File: config.mk
export PLATFORM = sky130hd
export DESIGN_NAME = etnm_fifo
export DESIGN_NICKNAME = d
export VERILOG_FILES = /design/src/rtl/core/euler_trs_and_normal_matrix_unit_assert.svh /design/src/rtl/core/etnm_pkg.sv /design/src/rtl/core/etnm_fifo.sv
export SDC_FILE = /design/constraint.sdc
export NUM_CORES = 1
export LEC_CHECK = 0
export BUFFER_PORTS_ARGS = -buffer_cell sky130_fd_sc_hd__buf_2
export CORE_AREA = 4 4 354 356
export CTS_CLUSTER_DIAMETER = 120
export DETAILED_ROUTE_END_ITERATION = 6
export DIE_AREA = 0 0 358 360
export PLACE_DENSITY_LB_ADDON = 0.08
export SYNTH_ARGS = -nofsm -noshare
export SYNTH_HDL_FRONTEND = slang
export SYNTH_SLANG_ARGS = --single-unit
File: constraint.sdc
create_clock -name clk -period 21.3 [get_ports clk]
set_input_delay 4.26 -clock clk [delete_from_list [all_inputs] [get_ports clk]]
set_output_delay 4.26 -clock clk [all_outputs]
set_load 0.03 [all_outputs]
File: src/rtl/core/euler_trs_and_normal_matrix_unit_assert.svh
// Assertion macros; clocked on clk, disabled while arst_n is low.
`ifndef EULER_TRS_AND_NORMAL_MATRIX_UNIT_ASSERT_SVH
`define EULER_TRS_AND_NORMAL_MATRIX_UNIT_ASSERT_SVH
`ifndef SYNTHESIS
`define ETNM_CHECK(lbl, prop) lbl: assert property (@(posedge clk) disable iff (!arst_n) prop) \
	else $error("etnm check failed");
`define ETNM_NEVER(lbl, cond) `ETNM_CHECK(lbl, !(cond))
`else
`define ETNM_CHECK(lbl, prop)
`define ETNM_NEVER(lbl, cond)
`endif
`endif

File: src/rtl/core/etnm_pkg.sv
package etnm_pkg;

	localparam int unsigned TRIG_W = 18;
	localparam int unsigned ROT_W  = 34;
	localparam int unsigned PROD_W = 54;

	localparam logic [16:0] COEF_A = 17'd102944;
	localparam logic [15:0] COEF_B = 16'd42048;
	localparam logic [12:0] COEF_C = 13'd4640;

	localparam logic [31:0] FIX_ONE = 32'h0001_0000;
	localparam logic [31:0] SAT_POS = 32'h7FFF_FFFF;
	localparam logic [31:0] SAT_NEG = 32'h8000_0000;

	typedef logic signed [ROT_W-1:0] rot_t;
	typedef logic signed [15:0] scale_t;
	typedef logic signed [31:0] trans_t;

	// rot index is column * 3 + row
	typedef struct packed {
		rot_t [8:0]   rot;
		scale_t [2:0] scale;
		trans_t [2:0] trans;
	} entry_t;

	typedef struct packed {
		logic             which;
		logic [1:0]       col;
		logic [3:0][31:0] elem;
		logic             ovf;
		logic             last;
	} out_t;

endpackage

File: src/rtl/core/etnm_fifo.sv
module etnm_fifo #(
	parameter int unsigned DEPTH = 2
) (
	input  logic             clk,
	input  logic             arst_n,
	input  logic             push,
	output logic             full,
	input  etnm_pkg::entry_t data_in,
	input  logic             pop,
	output logic             empty,
	output etnm_pkg::entry_t data_out
);

	localparam int unsigned PTR_W = (DEPTH > 1) ? $clog2(DEPTH) : 1;
	localparam int unsigned CNT_W = $clog2(DEPTH + 1);

	etnm_pkg::entry_t mem_q [DEPTH];
	logic [PTR_W-1:0] wr_ptr_q;
	logic [PTR_W-1:0] rd_ptr_q;
	logic [CNT_W-1:0] cnt_q;
	logic             do_push;
	logic             do_pop;

	assign full     = (cnt_q == CNT_W'(DEPTH));
	assign empty    = (cnt_q == '0);
	assign do_push  = push && !full;
	assign do_pop   = pop && !empty;
	assign data_out = mem_q[rd_ptr_q];

	function automatic logic [PTR_W-1:0] nxt(input logic [PTR_W-1:0] ptr);
		return (ptr == PTR_W'(DEPTH - 1)) ? '0 : ptr + 1'b1;
	endfunction

	always_ff @(posedge clk or negedge arst_n) begin
		if (!arst_n) begin
			wr_ptr_q <= '0;
			rd_ptr_q <= '0;
			cnt_q    <= '0;
		end else begin
			if (do_push) begin
				wr_ptr_q <= nxt(wr_ptr_q);
			end
			if (do_pop) begin
				rd_ptr_q <= nxt(rd_ptr_q);
			end
			if (do_push && !do_pop) begin
				cnt_q <= cnt_q + 1'b1;
			end else if (do_pop && !do_push) begin
				cnt_q <= cnt_q - 1'b1;
			end
		end
	end

	always_ff @(posedge clk) begin
		if (do_push) begin
			mem_q[wr_ptr_q] <= data_in;
		end
	end

endmodule

==> flow_summary.toml <==
[cells_and_area]
finalNonFillerCells = 4136
fin_util_pct = 35.9
area_growth_pct = 27.4
drive_above_1_share_pct = 60.8
nets = 2852

[synth]
yosys.area.top_type_share_pct = 78.7
synth-edff-count = 900
yosysMostFrequentCell = "edfxtp_1"
synth.avg_cell_area_um2 = 24.2
synth.distinct_cells = 16
synthArstFlopShare_pct = 0.442
synth_warnings = 0
yosys.area.top_type = "edfxtp_1"
synth_fp_nets = 1874
syn-instance-count = 1419
synthesis.area_um2 = 34300
ys_seq_elements = 904
yosys-top-cells-count = "edfxtp_1 (900), mux2_4 (390), mux2_2 (60), buf_6 (32), buf_8 (12)"
synth_flop_cell = "edfxtp_1"
synth_area_leaders = "edfxtp_1 (79%), mux2_4 (17%), mux2_2 (2.0%)"
seq_area_frac_synth_pct = 79.0

[worst_setup_path]
cp_common_cell = "buf_4"
worst_path_largest_cell_delay_ns = 0.89
path_class = "reg2out"
path_buf_inv = 5
slowest_stage = "buf_4"
critPathTopFamily = "buffers and inverters"
required_ns = 17.04
crit_path_cell_trace = "buf_4 -> buf_4 -> buf_4 -> buf_4 -> mux2_2 -> buf_2"
end_kind = "output pin"
cp-start-kind = "register"
critPathArrivalTime_ns = 5.58
cp_max_fo = 56

[clocking]
htree_levels = 3
root_buffer = "clkbuf_16"
clkLatencyLatePin_ns = 0.67
numClockSinks = 904
cts_buffers = 103
cts_buffer_depth = 3
cts-hold-fix-buffers = 0
cts_setup_buffers = 0
cts_tree = "yes"
cts_resized = 0
path_clk_slew_ns = 0.05

[timing]
finalMaxSlewViolations = 0
min_period_over_period_pct = 46.2
setup_viol = 0
min_period_ns = 9.84
grt_setup_unrepaired = "false"
fin_skew_ns = 0.0185
fin_hold_ws_ns = 0.516
maxSlewHeadroom_pct = 27.2
max_freq_ghz = 0.102
finalHoldViolCount = 0
tns_ns = 0
worstMarginPinSlew_ns = 1.09

[placed_design]
gp_congestion = 0.789
port_buffers = 905
dp.final_hpwl_mm = 69.6
dp_cells = 3917

[global_routing]
grt-ovfl-total = 0
grt_max_degree = 159
grt_pass1_wl_mm = 133
grt_usage_pct = 14.4
grt_antenna_before_repair = 89
grt_pass1_vias = 18500

[routing]
via_count = 17300
ant_nets = 0
drc = 0
firstDrtPassIters = 4
wl_per_cell_um = 23.6
routed_via_density = 4.18
routed_wl_mm = 97.5
drt_iter0_markers = 948

[die]
ios = 906
die-area_um2 = 129000
rows = 128
die_x_um = 358
fp.dieH_um = 360
core-area_um2 = 122000
start_util_pct = 28.2

[power_and_ir_drop]
power-per-cell-area_nw_per_um2 = 156
p_total_mw = 6.81
vdd_drop_max_mv = 0.100
p_leak_nw = 17.1

[flow_run]
drv_cap = 0

[min_path]
hold_path_class = "reg2reg"

[run_status]
status = "finished, final reports clean"
==> cell families after synthesis <==
logic type / synth area share (%)
flip-flops: 79.0
multiplexers: 19.0
buffers and inverters: 1.68
AND/OR/NAND/NOR: 0.0802
XOR/XNOR: 0.128
AO/OA/AOI/OAI: 0.0146
adder cells (fa/ha/maj): 0.0364
==> power breakdown <==
part / internal, mW / switching [mW]
combinational: 0.937 / 1.67
clock: 0.952 / 0.697
sequential: 2.44 / 0.115
==> routing by layer <==
layer / GRT usage (%) / vias to the layer above / routed length [um]
li1: - / 7708 / -
met1: 14.8 / 8571 / 33700
met2: 25.5 / 715 / 49700
met3: 6.87 / 234 / 10800
met4: 4.75 / 60 / 2880
met5: 0 / - / 395
==> state kept, by name (all words and copies together), names as in the netlist <==
name and cells:
wr_ptr_q 1, rd_ptr_q 1, mem_q 900, cnt_q 2
==> cell type report <==
| type | count | area (um^2) |
|---|---|---|
| Antenna cell | 34 | 85.1 |
| Multi-Input combinational cell | 463 | 6630 |
| Inverter | 2 | 7.51 |
| Timing Repair Buffer | 923 | 4700 |
| Fill cell | 11600 | 78000 |
| Clock buffer | 134 | 2740 |
| Sequential cell | 904 | 27100 |
| Clock inverter | 51 | 399 |
| Tap cell | 1625 | 2030 |
==> path summary, 6_finish.rpt <==
path                       startpoint            end  slack, ns  cells past startpoint
max                          rd_ptr_q  data_out[429]      11.46                      6
min                          cnt_q[1]       cnt_q[1]       0.52                      1
max reg2reg                  cnt_q[0]   mem_q[1][17]      17.03                      5
min in group asynchronous      arst_n       cnt_q[1]       3.42                      1
min reg2reg                  cnt_q[1]       cnt_q[1]       0.52                      1
max in group asynchronous      arst_n       rd_ptr_q      17.71                      1
==> stage by stage <==
stage / cell area, um^2 / setup WS [ns]
finish: 43700 / 11.46
floorplan: 34300 / 4.71
global placement: 40500 / 12.10
detailed placement: 40500 / 12.00
CTS: 43600 / 11.24
global route: 43700 / 11.11
==> layout by cell type, fill, tap and decap left out, drive strengths merged <==
cell type | Yosys | final
o21ai | 1 | 1
xor2 | 2 | 2
dfrtp | 4 | 4
inv | 2 | 6
clkbuf | 0 | 134
mux2 | 450 | 450
diode | 0 | 34
and3 | 1 | 1
buf | 50 | 923
nand2 | 1 | 1
nand2b | 1 | 1
bufinv | 0 | 4
edfxtp | 900 | 900
clkinv | 0 | 41
clkinvlp | 0 | 2
xnor2 | 3 | 3
ha | 1 | 1
nor2 | 3 | 3
Note: power is estimated with default switching activity, not from simulation.
