`src/rtl/core/euler_trs_and_normal_matrix_unit_assert.svh`:
```
// Assertion macros; clocked on clk, disabled while arst_n is low.
`ifndef EULER_TRS_AND_NORMAL_MATRIX_UNIT_ASSERT_SVH
`define EULER_TRS_AND_NORMAL_MATRIX_UNIT_ASSERT_SVH
`ifndef SYNTHESIS
`define ETNM_CHECK(lbl, prop) lbl: assert property (@(posedge clk) disable iff (!arst_n) prop) \
	else $error("etnm check failed");
`define ETNM_NEVER(lbl, cond) `ETNM_CHECK(lbl, !(cond))
`else
`define ETNM_CHECK(lbl, prop)
`define ETNM_NEVER(lbl, cond)
`endif
`endif

```
`src/rtl/core/etnm_pkg.sv`:
```
package etnm_pkg;

	localparam int unsigned TRIG_W = 18;
	localparam int unsigned ROT_W  = 34;
	localparam int unsigned PROD_W = 54;

	localparam logic [16:0] COEF_A = 17'd102944;
	localparam logic [15:0] COEF_B = 16'd42048;
	localparam logic [12:0] COEF_C = 13'd4640;

	localparam logic [31:0] FIX_ONE = 32'h0001_0000;
	localparam logic [31:0] SAT_POS = 32'h7FFF_FFFF;
	localparam logic [31:0] SAT_NEG = 32'h8000_0000;

	typedef logic signed [ROT_W-1:0] rot_t;
	typedef logic signed [15:0] scale_t;
	typedef logic signed [31:0] trans_t;

	// rot index is column * 3 + row
	typedef struct packed {
		rot_t [8:0]   rot;
		scale_t [2:0] scale;
		trans_t [2:0] trans;
	} entry_t;

	typedef struct packed {
		logic             which;
		logic [1:0]       col;
		logic [3:0][31:0] elem;
		logic             ovf;
		logic             last;
	} out_t;

endpackage

```
`src/rtl/core/etnm_front.sv`:
```
module etnm_front (
	input  logic                clk,
	input  logic                arst_n,
	input  logic                push,
	output logic                full,
	input  logic [15:0]         angle_x,
	input  logic [15:0]         angle_y,
	input  logic [15:0]         angle_z,
	input  logic signed [15:0]  scale_x,
	input  logic signed [15:0]  scale_y,
	input  logic signed [15:0]  scale_z,
	input  logic signed [31:0]  trans_x,
	input  logic signed [31:0]  trans_y,
	input  logic signed [31:0]  trans_z,
	output logic                q_push,
	input  logic                q_full,
	output etnm_pkg::entry_t    q_data
);

	typedef enum logic [3:0] {
		F_IDLE = 4'b0001,
		F_TRIG = 4'b0010,
		F_ROT  = 4'b0100,
		F_PUSH = 4'b1000
	} fstate_t;

	localparam logic [2:0] T_SX = 3'd0;
	localparam logic [2:0] T_CX = 3'd1;
	localparam logic [2:0] T_SY = 3'd2;
	localparam logic [2:0] T_CY = 3'd3;
	localparam logic [2:0] T_SZ = 3'd4;
	localparam logic [2:0] T_CZ = 3'd5;

	localparam logic [3:0] P_C1C3   = 4'd0;
	localparam logic [3:0] P_C2S3   = 4'd1;
	localparam logic [3:0] P_C3S1   = 4'd2;
	localparam logic [3:0] P_C1S3   = 4'd3;
	localparam logic [3:0] P_C2C3   = 4'd4;
	localparam logic [3:0] P_S1S3   = 4'd5;
	localparam logic [3:0] P_C2S1   = 4'd6;
	localparam logic [3:0] P_C1C2   = 4'd7;
	localparam logic [3:0] P_S1S2   = 4'd8;
	localparam logic [3:0] P_S1S2S3 = 4'd9;
	localparam logic [3:0] P_C1S2S3 = 4'd10;
	localparam logic [3:0] P_C3S1S2 = 4'd11;
	localparam logic [3:0] P_C1C3S2 = 4'd12;

	localparam logic [1:0] PH_SQ = 2'd0;
	localparam logic [1:0] PH_C  = 2'd1;
	localparam logic [1:0] PH_A  = 2'd2;
	localparam logic [1:0] PH_X  = 2'd3;

	fstate_t state_q;

	logic        in_valid_q;
	logic [15:0] in_ang_q [3];
	etnm_pkg::scale_t in_sc_q [3];
	etnm_pkg::trans_t in_tr_q [3];

	logic [15:0] ang_q [3];
	etnm_pkg::scale_t sc_q [3];
	etnm_pkg::trans_t tr_q [3];

	logic [2:0]  k_q;
	logic [1:0]  ph_q;
	logic [3:0]  m_q;
	logic [16:0] x2_q;
	logic [16:0] t_q;
	logic signed [etnm_pkg::TRIG_W-1:0] trig_q [6];
	logic signed [etnm_pkg::PROD_W-1:0] prod_q [13];

	logic        accept;
	logic        start;
	logic [15:0] a_eff;
	logic [1:0]  quad;
	logic [14:0] um;
	logic [16:0] x;
	logic signed [35:0] a_op;
	logic signed [17:0] b_op;
	logic signed [etnm_pkg::PROD_W-1:0] p;
	logic [16:0] p_sh;
	logic signed [17:0] s18;
	logic signed [etnm_pkg::PROD_W-1:0] q48 [9];

	assign full   = in_valid_q;
	assign accept = push && !in_valid_q;
	assign start  = (state_q == F_IDLE) && in_valid_q;
	assign q_push = (state_q == F_PUSH) && !q_full;

	always_ff @(posedge clk or negedge arst_n) begin
		if (!arst_n) begin
			in_valid_q <= 1'b0;
		end else if (accept) begin
			in_valid_q <= 1'b1;
		end else if (start) begin
			in_valid_q <= 1'b0;
		end
	end

	always_ff @(posedge clk) begin
		if (accept) begin
			in_ang_q[0] <= angle_x;
			in_ang_q[1] <= angle_y;
			in_ang_q[2] <= angle_z;
			in_sc_q[0]  <= scale_x;
			in_sc_q[1]  <= scale_y;
			in_sc_q[2]  <= scale_z;
			in_tr_q[0]  <= trans_x;
			in_tr_q[1]  <= trans_y;
			in_tr_q[2]  <= trans_z;
		end
	end

	always_comb begin
		a_eff = k_q[0] ? ang_q[k_q[2:1]] + 16'd16384 : ang_q[k_q[2:1]];
		quad  = a_eff[15:14];
		um    = quad[0] ? 15'd16384 - {1'b0, a_eff[13:0]} : {1'b0, a_eff[13:0]};
		x     = {um, 2'b00};
	end

	always_comb begin
		a_op = '0;
		b_op = '0;
		if (state_q == F_TRIG) begin
			case (ph_q)
				PH_SQ: begin
					a_op = {19'd0, x};
					b_op = {1'b0, x};
				end
				PH_C: begin
					a_op = {19'd0, x2_q};
					b_op = {5'd0, etnm_pkg::COEF_C};
				end
				PH_A: begin
					a_op = {19'd0, x2_q};
					b_op = {1'b0, t_q};
				end
				default: begin
					a_op = {19'd0, x};
					b_op = {1'b0, t_q};
				end
			endcase
		end else begin
			case (m_q)
				P_C1C3: begin
					a_op = 36'(trig_q[T_CY]);
					b_op = trig_q[T_CZ];
				end
				P_C2S3: begin
					a_op = 36'(trig_q[T_CX]);
					b_op = trig_q[T_SZ];
				end
				P_C3S1: begin
					a_op = 36'(trig_q[T_CZ]);
					b_op = trig_q[T_SY];
				end
				P_C1S3: begin
					a_op = 36'(trig_q[T_CY]);
					b_op = trig_q[T_SZ];
				end
				P_C2C3: begin
					a_op = 36'(trig_q[T_CX]);
					b_op = trig_q[T_CZ];
				end
				P_S1S3: begin
					a_op = 36'(trig_q[T_SY]);
					b_op = trig_q[T_SZ];
				end
				P_C2S1: begin
					a_op = 36'(trig_q[T_CX]);
					b_op = trig_q[T_SY];
				end
				P_C1C2: begin
					a_op = 36'(trig_q[T_CY]);
					b_op = trig_q[T_CX];
				end
				P_S1S2: begin
					a_op = 36'(trig_q[T_SY]);
					b_op = trig_q[T_SX];
				end
				P_S1S2S3: begin
					a_op = signed'(prod_q[P_S1S2][35:0]);
					b_op = trig_q[T_SZ];
				end
				P_C1S2S3: begin
					a_op = signed'(prod_q[P_C1S3][35:0]);
					b_op = trig_q[T_SX];
				end
				P_C3S1S2: begin
					a_op = signed'(prod_q[P_C3S1][35:0]);
					b_op = trig_q[T_SX];
				end
				default: begin
					a_op = signed'(prod_q[P_C1C3][35:0]);
					b_op = trig_q[T_SX];
				end
			endcase
		end
	end

	assign p    = a_op * b_op;
	assign p_sh = p[32:16];
	assign s18  = signed'({1'b0, p_sh});

	always_ff @(posedge clk or negedge arst_n) begin
		if (!arst_n) begin
			state_q <= F_IDLE;
			k_q     <= '0;
			ph_q    <= '0;
			m_q     <= '0;
		end else begin
			unique case (state_q)
				F_IDLE: begin
					if (start) begin
						state_q <= F_TRIG;
						k_q     <= '0;
						ph_q    <= PH_SQ;
					end
				end
				F_TRIG: begin
					ph_q <= ph_q + 2'd1;
					if (ph_q == PH_X) begin
						k_q <= k_q + 3'd1;
						if (k_q == T_CZ) begin
							state_q <= F_ROT;
							m_q     <= '0;
						end
					end
				end
				F_ROT: begin
					m_q <= m_q + 4'd1;
					if (m_q == P_C1C3S2) begin
						state_q <= F_PUSH;
					end
				end
				F_PUSH: begin
					if (!q_full) begin
						state_q <= F_IDLE;
					end
				end
				default: state_q <= F_IDLE;
			endcase
		end
	end

	always_ff @(posedge clk) begin
		if (start) begin
			ang_q <= in_ang_q;
			sc_q  <= in_sc_q;
			tr_q  <= in_tr_q;
		end
		if (state_q == F_TRIG) begin
			case (ph_q)
				PH_SQ:   x2_q <= p_sh;
				PH_C:    t_q  <= {1'b0, etnm_pkg::COEF_B} - p_sh;
				PH_A:    t_q  <= etnm_pkg::COEF_A - p_sh;
				default: trig_q[k_q] <= quad[1] ? -s18 : s18;
			endcase
		end
		if (state_q == F_ROT) begin
			prod_q[m_q] <= p;
		end
	end

	function automatic etnm_pkg::rot_t rnd18(input logic signed [etnm_pkg::PROD_W-1:0] v);
		logic [etnm_pkg::PROD_W-1:0] mag;
		logic [etnm_pkg::PROD_W-1:0] m;
		logic signed [etnm_pkg::ROT_W-1:0] r;
		mag = v[etnm_pkg::PROD_W-1] ? unsigned'(-v) : unsigned'(v);
		m   = (mag + 54'd131072) >> 18;
		r   = signed'(m[etnm_pkg::ROT_W-1:0]);
		return v[etnm_pkg::PROD_W-1] ? -r : r;
	endfunction

	always_comb begin
		q48[0] = (prod_q[P_C1C3] <<< 16) + prod_q[P_S1S2S3];
		q48[1] = prod_q[P_C2S3] <<< 16;
		q48[2] = prod_q[P_C1S2S3] - (prod_q[P_C3S1] <<< 16);
		q48[3] = prod_q[P_C3S1S2] - (prod_q[P_C1S3] <<< 16);
		q48[4] = prod_q[P_C2C3] <<< 16;
		q48[5] = prod_q[P_C1C3S2] + (prod_q[P_S1S3] <<< 16);
		q48[6] = prod_q[P_C2S1] <<< 16;
		q48[7] = -(54'(trig_q[T_SX]) <<< 32);
		q48[8] = prod_q[P_C1C2] <<< 16;
		for (int i = 0; i < 9; i++) begin
			q_data.rot[i] = rnd18(q48[i]);
		end
		for (int j = 0; j < 3; j++) begin
			q_data.scale[j] = sc_q[j];
			q_data.trans[j] = tr_q[j];
		end
	end

endmodule

```
`config.mk`:
```
export PLATFORM = sky130hd
export DESIGN_NAME = etnm_front
export DESIGN_NICKNAME = d
export VERILOG_FILES = /design/src/rtl/core/euler_trs_and_normal_matrix_unit_assert.svh /design/src/rtl/core/etnm_pkg.sv /design/src/rtl/core/etnm_front.sv
export SDC_FILE = /design/constraint.sdc
export NUM_CORES = 2
export LEC_CHECK = 0
export BUFFER_PORTS_ARGS = -buffer_cell sky130_fd_sc_hd__buf_2
export CORE_UTILIZATION = 55
export CTS_BUF_LIST = sky130_fd_sc_hd__clkbuf_4 sky130_fd_sc_hd__clkbuf_8
export CTS_CLUSTER_SIZE = 10
export DETAILED_ROUTE_END_ITERATION = 10
export PLACE_DENSITY = 0.77
export SYNTH_ARGS = -nofsm -noshare
export SYNTH_HDL_FRONTEND = slang
export SYNTH_SLANG_ARGS = --single-unit
```
`constraint.sdc`:
```
create_clock -name clk -period 10.1 [get_ports clk]
set_clock_uncertainty 0.15 [all_clocks]
set_input_delay 1.515 -clock clk [delete_from_list [all_inputs] [get_ports clk]]
set_output_delay 1.515 -clock clk [all_outputs]
set_load 0.01 [all_outputs]
```
==> metrics <==
CP Class=reg2out; area of the mapped netlist=92610 sq um; Reg clk slew, reported paths=0.06 ns; first drt pass iteration count=10; Critical Path Max Stage Delay=0.62 ns; WHS Endpoint=q_data[95]; first-pass GRT wire length=485200 um; MaxCap Viol Count=1; total number of vias=79.78k; Horiz. Die Dim=412.3 um; EDFF count, synth=1078; GRT Resource Usage Total=38.39%; Yosys top cell area share=34.95%; CTS H-Tree Depth=4; violated checks=max-capacitance violations, max-slew violations; die height=412.3 um; max_slew headroom=-0.1029%; Most Frequent Cell on Critical Path=a211oi_2; commonest cells in the netlist=edfxtp_1, nand2_1, inv_1; CTS tree=yes; hold_sp=in_tr_q[31]; RR Startpoint=m_q[1]; most numerous cell in the Yosys netlist=edfxtp_1; final setup vio count=0; CP startpoint kind=register; Peak Freq=0.1010 GHz; Final Critical Period=9.896 ns; multi-input logic area=56010 sq um; Syn Area/Cell=9.692 sq um; Register Area=32730 sq um; Clock Latency Late Sink=0.97 ns; Worst R2R Setup Slack=0.29 ns; Routed WL=332300 um; Seq cells post-synth=1092; CP Data Arrival Time=8.23 ns; routed len/inst=25.82 um; Root Driver=clkbuf_8; antenna viol nets, final=0; number of global-route vias before repair=76.75k; status=complete, but fails checks; initial antenna violation count=35; top post-synthesis cells by area=edfxtp_1, fa_1, xnor2_1; Rows=150; worst-path fanout max=12; largest net degree at the start of global routing=105; Initial Util=55.38%; Core Footprint=167200 sq um; first-iteration detailed-routing DRC count=9633; Longest Clk Path Bufs=3; sequential-to-total area share from yosys stat=35.33%; CP required=8.44 ns; area delta synth->final=14.77%; WP buf/inv=2; Fin. Hold Viols=0; Ys Warns=0; die area=170000 sq um; CP max stage cell=or4_4; share of layout cells above drive strength 1=16.87%; ys flop type=edfxtp_1; clock sink total=1092; Via density=6.200; fillcell total=13.60k; Distinct cells, synth=124; GR Overflow Total=0; post-synth top area cell=edfxtp_1; I/O Pins=648; DP HPWL=257200 um; Min-Delay Path Class=reg2reg; Top Family by Delay on Critical Path=compound AO/OA/AOI/OAI gates; Slew @ Worst Pin=1.486 ns; CTS buffer count=175; gate count after technology mapping=9555; final net count=11.63k; DRC=0; Worst Hold Path Cells=0; RR Endpoint=trig_q[0][17]; fin. max-slew vios=1; Non-Filler Instances=12.87k; critical path capture point type=output pin; Setup TNS=0 ns; asr flop ratio synth=1.282%; cells on worst reg2reg path=34; Final Cycle Share=97.98%; port buffer count=633; Final Wtd Congestion=1.035; placed cell count=12.48k
## worst max path at each step
stage	end	startpoint	depth (start not counted)	slack, ns
finish	q_data[177]	prod_q[0][3]	25	0.20
global route	t_q[15]	k_q[1]	40	-0.08
CTS	trig_q[0][16]	k_q[1]	38	0.006
detailed placement	prod_q[12][51]	k_q[1]	43	-0.31
global placement	prod_q[12][51]	k_q[2]	42	-0.20
floorplan	q_data[279]	prod_q[11][18]	33	0.007
## state kept, by name, summed over array words and instances, names as in the netlist, 17 cells and up
register and cells:
q_data 144, in_tr_q 96, prod_q 552, ang_q 48, trig_q 108, in_sc_q 48
t_q 17, in_ang_q 48, x2_q 17
## metrics by stage
stage	util (%)	instance area (sq um)	setup WS, ns	hold slack [ns]
2_1_floorplan	-	92670	0.006905	0.2503
3_3_place_gp	60.59	101300	-0.2034	0.2502
3_5_place_dp	60.59	101300	-0.3123	0.2545
4_1_cts	62.97	105300	0.005659	0.2387
5_1_grt	63.54	106300	-0.08301	0.2475
6_report	63.56	106300	0.2037	0.2480
## kinds of logic (layout without fill, tap and decap cells)
logic type               Yosys count  after routing  synth area share, %
adder cells (fa/ha/maj)          936            936                17.67
XOR/XNOR                        1034           1034                9.826
AO/OA/AOI/OAI                   1913           1913                14.18
buffers and inverters           1309           2383                5.423
flip-flops                      1092           1092                35.33
multiplexers                      62             62               0.7012
other                              1             37             0.004049
AND/OR/NAND/NOR                 3208           3208                16.86
## per-layer routing
layer	global-route usage, %	routed length, um	vias to the layer above
met5	0	131	-
met4	18.83	18350	18
met3	9.139	33890	816
met2	61.33	152800	4411
met1	48.93	127100	38940
li1	-	-	35597
## layout by cell type (no fill, tap or decap), types with 72 or more instances in the layout
cell type,netlist,routed
buf_4,17,476
nor2_1,714,703
and3_1,98,94
ha_1,313,298
nor4_1,86,80
xor2_1,341,333
buf_2,23,633
a21oi_1,365,347
and2_1,117,110
nor2b_1,76,72
nand4_1,97,97
edfxtp_1,1078,1078
xnor2_1,688,659
clkbuf_8,0,178
fa_1,621,621
or2_2,72,72
or3_1,123,120
o21ai_0,415,397
nand2b_1,125,125
o31ai_1,132,125
a21o_1,132,131
nand3_1,230,227
nor3_1,223,215
nand2_1,1037,1033
inv_1,907,904
## cell type report
cell class | instances | share of cell area [%]
Multi-Input combinational cell | 7167 | 52.70
Sequential cell | 1092 | 30.79
Timing Repair Buffer | 1152 | 7.103
Inverter | 911 | 3.228
Tap cell | 2204 | 2.594
Clock buffer | 216 | 2.573
Clock inverter | 104 | 0.9641
Antenna cell | 23 | 0.05415
## worst reg2reg max path: cells and delay by family (launching register included)
family	cells	cell delay [ns]
simple gates	7	1.09
xor+xnor	1	0.25
compound gates	11	3.08
flops	1	0.41
fa+ha+maj	8	3.83
buf+inv	7	0.69
## what timing repair did
item,in CTS,in global routing
setup endpoints to repair,68,164
resized for setup,37,135
cloned,0,0
pin swaps,2,25
hold buffers,0,0
setup buffers,5,40
Power is not shown: default switching activity piles up to over one toggle a cycle in this logic, so the estimate is an artifact.
